`config.mk`:
```
export PLATFORM = sky130hd
export DESIGN_NAME = nlri_prefix_list_parser
export DESIGN_NICKNAME = d
export VERILOG_FILES = /design/src/hdl/nlp_pkg.sv /design/src/hdl/nlp_step.sv /design/src/hdl/nlri_prefix_list_parser.sv
export SDC_FILE = /design/constraint.sdc
export NUM_CORES = 1
export LEC_CHECK = 0
export BUFFER_PORTS_ARGS = -buffer_cell sky130_fd_sc_hd__buf_4
export CAP_MARGIN = 20
export CORE_MARGIN = 4
export CORE_UTILIZATION = 55
export CTS_BUF_LIST = sky130_fd_sc_hd__clkbuf_2
export DETAILED_ROUTE_END_ITERATION = 10
export GPL_ROUTABILITY_DRIVEN = 1
export GPL_TIMING_DRIVEN = 0
export PLACE_DENSITY = 0.8
export RECOVER_POWER = 50
export SLEW_MARGIN = 40
export SYNTH_ARGS = -nofsm -noshare
export SYNTH_HDL_FRONTEND = slang
export SYNTH_SLANG_ARGS = --single-unit
```
`constraint.sdc`:
```
create_clock -name clk -period 5 [get_ports clk]
set_input_delay 1 -clock clk [delete_from_list [all_inputs] [get_ports clk]]
set_output_delay 1 -clock clk [all_outputs]
set_load 0.005 [all_outputs]
```
`src/hdl/nlp_pkg.sv`:
```
// ----------------------------------------------------------------------------
// nlp_pkg
// Shared types and constants for the IPv4 prefix list parser.
// ----------------------------------------------------------------------------
package nlp_pkg;

  localparam int unsigned ByteW    = 8;
  localparam int unsigned AddrW    = 32;
  localparam int unsigned LenW     = 6;
  localparam int unsigned LeftW    = 3;
  localparam int unsigned StatusW  = 2;

  localparam logic [ByteW-1:0] MaxPrefixBits = 8'd32;
  localparam logic [ByteW:0]   RoundUpBits   = 9'd7;

  typedef enum logic [StatusW-1:0] {
    STATUS_OK         = 2'd0,
    STATUS_BAD_LENGTH = 2'd1,
    STATUS_LEFTOVER   = 2'd2
  } status_t;

  typedef struct packed {
    logic             awaiting_length;
    logic [LenW-1:0]  held_length;
    logic [LeftW-1:0] bytes_left;
    logic [AddrW-1:0] addr_accum;
    logic             error_skip;
  } parse_state_t;

  typedef struct packed {
    logic [AddrW-1:0] prefix_addr;
    logic [LenW-1:0]  prefix_length;
    status_t          status;
    logic             field_end;
  } result_t;

  localparam parse_state_t StateReset = '{
    awaiting_length: 1'b1,
    held_length:     '0,
    bytes_left:      '0,
    addr_accum:      '0,
    error_skip:      1'b0
  };

endpackage

```
`src/hdl/nlp_step.sv`:
```
// ----------------------------------------------------------------------------
// nlp_step
// Next-state and result logic for one word of the prefix list field.
// ----------------------------------------------------------------------------
module nlp_step (
  input  nlp_pkg::parse_state_t          cur_state,
  input  logic [nlp_pkg::ByteW-1:0]      byte_value,
  input  logic                           last_byte,
  output nlp_pkg::parse_state_t          nxt_state,
  output logic                           emit,
  output nlp_pkg::result_t               result
);

  logic [nlp_pkg::ByteW:0]    len_plus;
  logic [nlp_pkg::ByteW:0]    byte_plus;
  logic [nlp_pkg::LeftW-1:0]  total;
  logic [nlp_pkg::LeftW-1:0]  first_left;
  logic [nlp_pkg::LeftW-1:0]  done_cnt;
  logic [1:0]                 idx;
  logic [nlp_pkg::AddrW-1:0]  accum_new;
  logic [nlp_pkg::LeftW-1:0]  left_new;
  logic [nlp_pkg::AddrW-1:0]  mask;

  assign len_plus   = {3'b000, cur_state.held_length} + nlp_pkg::RoundUpBits;
  assign total      = len_plus[5:3];
  assign byte_plus  = {1'b0, byte_value} + nlp_pkg::RoundUpBits;
  assign first_left = byte_plus[5:3];
  assign done_cnt   = total - cur_state.bytes_left;
  assign idx        = done_cnt[1:0];
  // octet position from the top: shift by (3 - idx) bytes
  assign accum_new  = cur_state.addr_accum |
                      ({24'd0, byte_value} << {~idx, 3'b000});
  assign left_new   = cur_state.bytes_left - 3'd1;
  assign mask       = ~({nlp_pkg::AddrW{1'b1}} >> cur_state.held_length);

  always_comb begin
    nxt_state            = cur_state;
    emit                 = 1'b0;
    result.prefix_addr   = '0;
    result.prefix_length = '0;
    result.status        = nlp_pkg::STATUS_OK;
    result.field_end     = last_byte;

    if (cur_state.error_skip) begin
      if (last_byte) begin
        nxt_state = nlp_pkg::StateReset;
      end
    end else if (cur_state.awaiting_length) begin
      if (byte_value > nlp_pkg::MaxPrefixBits) begin
        emit          = 1'b1;
        result.status = nlp_pkg::STATUS_BAD_LENGTH;
        if (last_byte) begin
          nxt_state = nlp_pkg::StateReset;
        end else begin
          nxt_state.error_skip = 1'b1;
        end
      end else begin
        nxt_state.held_length = byte_value[nlp_pkg::LenW-1:0];
        nxt_state.addr_accum  = '0;
        nxt_state.bytes_left  = first_left;
        if (first_left == '0) begin
          emit = 1'b1;
          if (last_byte) begin
            nxt_state = nlp_pkg::StateReset;
          end
        end else if (last_byte) begin
          nxt_state     = nlp_pkg::StateReset;
          emit          = 1'b1;
          result.status = nlp_pkg::STATUS_LEFTOVER;
        end else begin
          nxt_state.awaiting_length = 1'b0;
        end
      end
    end else begin
      if (left_new == '0) begin
        emit                 = 1'b1;
        result.prefix_addr   = accum_new & mask;
        result.prefix_length = cur_state.held_length;
        nxt_state            = nlp_pkg::StateReset;
      end else if (last_byte) begin
        nxt_state     = nlp_pkg::StateReset;
        emit          = 1'b1;
        result.status = nlp_pkg::STATUS_LEFTOVER;
      end else begin
        nxt_state.addr_accum = accum_new;
        nxt_state.bytes_left = left_new;
      end
    end
  end

endmodule

```
`src/hdl/nlri_prefix_list_parser.sv`:
```
// ----------------------------------------------------------------------------
// nlri_prefix_list_parser
// Decodes a BGP withdrawn-routes or NLRI field into IPv4 prefixes.
// ----------------------------------------------------------------------------
// The in_ channel carries the field one byte per word, with in_last_byte set
// on the final byte. Each entry is a length byte followed by its address
// bytes. The out_ channel gives one word per completed entry (host bits
// cleared), or an error word: status 1 for a length above 32, status 2 when
// the field ends inside an entry. After a bad length the rest of the field is
// dropped silently. out_field_end marks a word caused by the final byte.
// Both channels are valid/ready. A word is taken into an input register,
// decoded by one short stage of logic, and its result lands in an output
// register. Throughput is one word per cycle unless a word that yields a
// result waits on a stalled output register; the parser state register
// updates once per word. When out_ready is low with a word in the output
// register, that register holds and in_ready drops only once the input
// register holds a word that yields a result. Synchronous reset puts the
// parser at the start of a field and empties both registers.
// ----------------------------------------------------------------------------
module nlri_prefix_list_parser (
  input  logic                            clk,
  input  logic                            rst_n,
  input  logic                            in_valid,
  output logic                            in_ready,
  input  logic [nlp_pkg::ByteW-1:0]       in_byte_value,
  input  logic                            in_last_byte,
  output logic                            out_valid,
  input  logic                            out_ready,
  output logic [nlp_pkg::AddrW-1:0]       out_prefix_addr,
  output logic [nlp_pkg::LenW-1:0]        out_prefix_length,
  output logic [nlp_pkg::StatusW-1:0]     out_status,
  output logic                            out_field_end
);

  logic                         s1_valid_r;
  logic [nlp_pkg::ByteW-1:0]    s1_byte_r;
  logic                         s1_last_r;
  nlp_pkg::parse_state_t        state_r;
  nlp_pkg::parse_state_t        state_nxt;
  logic                         out_valid_r;
  nlp_pkg::result_t             out_result_r;
  nlp_pkg::result_t             result_nxt;
  logic                         emit;
  logic                         out_free;
  logic                         s1_go;

  nlp_step u_step (
    .cur_state  (state_r),
    .byte_value (s1_byte_r),
    .last_byte  (s1_last_r),
    .nxt_state  (state_nxt),
    .emit       (emit),
    .result     (result_nxt)
  );

  assign out_free = !out_valid_r || out_ready;
  assign s1_go    = s1_valid_r && (!emit || out_free);
  assign in_ready = !s1_valid_r || s1_go;

  always_ff @(posedge clk) begin
    if (!rst_n) begin
      s1_valid_r  <= 1'b0;
      out_valid_r <= 1'b0;
      state_r     <= nlp_pkg::StateReset;
    end else begin
      if (in_ready) begin
        s1_valid_r <= in_valid;
      end
      if (s1_go) begin
        state_r <= state_nxt;
      end
      if (out_free) begin
        out_valid_r <= s1_go && emit;
      end
    end
    if (in_valid && in_ready) begin
      s1_byte_r <= in_byte_value;
      s1_last_r <= in_last_byte;
    end
    if (out_free && s1_go && emit) begin
      out_result_r <= result_nxt;
    end
  end

  assign out_valid         = out_valid_r;
  assign out_prefix_addr   = out_result_r.prefix_addr;
  assign out_prefix_length = out_result_r.prefix_length;
  assign out_status        = out_result_r.status;
  assign out_field_end     = out_result_r.field_end;

endmodule

```
==> results.md <==
- Area grow syn2layout: 13.1%
- Fmax: 229 MHz
- Hold Violations, Final: 0
- Worst vdd ir: 0.000132 V
- # fillers: between 600 and 700
- Cell repeated most along the worst path: clkbuf_1
- Critical path class: reg2out
- Fin crit share: between 80 and 90%
- Total track usage: between 20% and 30%
- Setup Viol. Count Final: 0
- Final ANT Viol Nets: 0
- Leakage power: 1.81 nW
- Initial antenna violation count: 0
- Crit path launch type: flip-flop
- Pwr dens: 267 nW/um2
- Element type at the critical path end: primary output
- DRC Markers: 0
- Dpl cells: 642
- Min-delay worst type: reg2reg
- IO Port Bufs: 54
- WP data required: 4.00 ns
- Routed vias: between 4,000 and 5,000
- GRT overflow: 0
- Final slew viol count: 0
- Syn avg cell area: 9.89 um2
- First-pass GRT wire length: a little over 20 mm
- Slew @ Worst Pin: slightly above 0.8 ns
- Syn nets: about 500
- 1st-iter DRT viols: roughly 370
- Max cap viols: 0
- Row count: 33
- Final core utilization: between 60 and 70%
- Clock Sinks: 95
- Area contributors post-synth: edfxtp_1, dfxtp_1, a21oi_1
- Diode count: 0
- Crit path time final: about 4.4 ns
- Clock buffer depth: 2
- Worst path arrival time: between 3 and 4 ns
- Family with the most delay on the worst path: buffers and inverters
- Critical path's largest stage delay: 0.53 ns
- Reg clk slew, reported paths: 0.29 ns
- Share of cells above drive strength 1: between 10% and 20%
- Post-synth top cells: edfxtp_1, a21oi_1, dfxtp_1
- Post-DP HPWL: 9.37 mm
- Status: finished, final reports clean
- Critical Path Slowest Stage Cell: or3_1
- Die area: between 10,000 and 15,000 um2
- CTS tree: done
- Seq/Total Area, Yosys: just over 50%
- Syn Inst Count: 480
- Dominant synthesized flop cell: edfxtp_1
- Relative slew slack: approximately 44%
- Core Region: a little over 8000 um2
- Die Width: between 100 and 150 um
- CTS Buf Count: 9
- Crit-path max FO: 10
- CP bufs+invs: 4
- Clk_lat worst skew: approximately 0.59 ns
- H-Tree Level Count: 3
- IO Count: 56
- Gpl congestion: 0.987
- Post-Syn Area: approximately 4700 um2
- Post-CTS setup buffers: 0
- RSZ-0062 raised after global routing: no
- Post-synth top area cell: edfxtp_1
- Initial Util: 57.2%
- Setup TNS: 0 ns
- #FFs+latches synth: 95
- Top-count cell post-synth: edfxtp_1
- Share of Yosys cell area claimed by the top area cell type: 31.6%
- Post-route insts no fill: ~660
- Async SR Flop Fraction: 0%
- Post-synth EDFFs: 50
- Drt pass-1 iters: 7
- Wire per inst: slightly below 20 um
- Ys Warns: 0
- Vias in the first global route: 3,812
- Worst Skew: approximately 0.029 ns
- Largest net degree at the start of global routing: 19
- DR vias/cell: 6.22
- PostCTS Resize Cnt: 0
- Nets@finish: 564
- Die height: ~100 um
- Post-CTS Hold Buffers: 0
- CP Cell Sequence: clkbuf_1 > or3_1 > o31ai_1 > a311o_2 > clkbuf_1 > nor3_1 > inv_1 > buf_4
- CTS Root Buffer Type: clkbuf_2
- Final wirelength: roughly 13 mm
- Synth cell types: 56
## routing by layer
metal	up-vias	global-route usage [%]	wire [um]
met2	273	40.3	5860
met3	43	5.12	1270
met1	1874	35.5	5350
met4	0	12.3	512
met5	-	0	0
li1	1900	-	-
## area by class of cell
class / count / area, um2 / area share [%]
buffer: 47 / 199 / 3.71
clock buffer: 9 / 45.0 / 0.839
clock inverter: 7 / 86.3 / 1.61
inverter: 43 / 161 / 3.01
multi-input combinational: 295 / 1920 / 35.7
sequential: 95 / 2400 / 44.7
tap: 105 / 131 / 2.45
timing repair buffer: 57 / 428 / 7.97
## final timing paths
path / from / end / slack (ns) / cells past startpoint
setup / recovery: s1_byte_r[1]$_DFFE_PP_ / in_ready / 0.64 / 8
hold / removal: state_r[3]$_SDFFE_PN0P_ / state_r[3]$_SDFFE_PN0P_ / 0.48 / 2
setup reg to reg: s1_byte_r[1]$_DFFE_PP_ / out_prefix_addr[30]$_SDFFCE_PP0P_ / 0.86 / 10
hold reg to reg: state_r[3]$_SDFFE_PN0P_ / state_r[3]$_SDFFE_PN0P_ / 0.48 / 2
## worst register-to-register path, stage by stage, from the launching register on
cell,delay [ns]
edfxtp_1,0.38
clkbuf_1,0.59
or3_1,0.28
o31ai_1,0.13
a311o_2,0.44
clkbuf_1,0.27
clkbuf_1,0.31
nor3b_1,0.74
buf_6,0.27
buf_4,0.24
buf_4,0.25
## report_power, final
part           switching, mW  total [mW]  internal (mW)
Combinational          0.107       0.161         0.0547
Clock                  0.292       0.419          0.127
Sequential           0.00908       0.855          0.846
Total                  0.408        1.44           1.03
## kinds of logic after synthesis
group                    count (synthesis)  synth area share (%)
AO/OA/AOI/OAI                          158                  24.6
AND/OR/NAND/NOR                        118                  12.2
flip-flops                              95                  50.6
buffers and inverters                   90                  8.35
multiplexers                             9                  1.90
XOR/XNOR                                 7                  1.58
adder cells (fa/ha/maj)                  3                 0.791
## metrics by stage
step	hold WS, ns	power (mW)	setup WS [ns]	cell area (um2)
finish	0.476	1.44	0.635	5370
global route	0.493	1.48	0.485	5370
CTS	0.470	1.44	1.03	5450
detailed placement	0.442	1.04	1.58	5320
global placement	0.436	1.03	0.369	5290
floorplan	0.428	0.970	1.20	4750
## placed cells by master, fill, tap and decap left out, types with 8 or more instances in the layout
| cell type | Yosys | layout |
|---|---|---|
| clkbuf_4 | 0 | 50 |
| edfxtp_1 | 50 | 50 |
| a21oi_1 | 49 | 49 |
| dfxtp_1 | 45 | 45 |
| inv_1 | 42 | 42 |
| nand2_1 | 40 | 40 |
| clkbuf_1 | 31 | 39 |
| nor2_1 | 24 | 24 |
| a211oi_1 | 20 | 22 |
| o2111ai_1 | 20 | 20 |
| nor3_1 | 17 | 17 |
| a211oi_2 | 16 | 14 |
| o211ai_1 | 12 | 13 |
| mux2i_1 | 9 | 9 |
| clkbuf_2 | 0 | 9 |
| nand3_1 | 8 | 8 |
## state kept, by name, indices dropped and copies added, names as in the netlist
name and cells:
out_status 2, out_valid 1, out_prefix_addr 32, out_field_end 1, s1_byte_r 8, out_prefix_length 6, state_r 43, s1_last_r 1
s1_valid_r 1
Power figures use the tool's default switching activity.
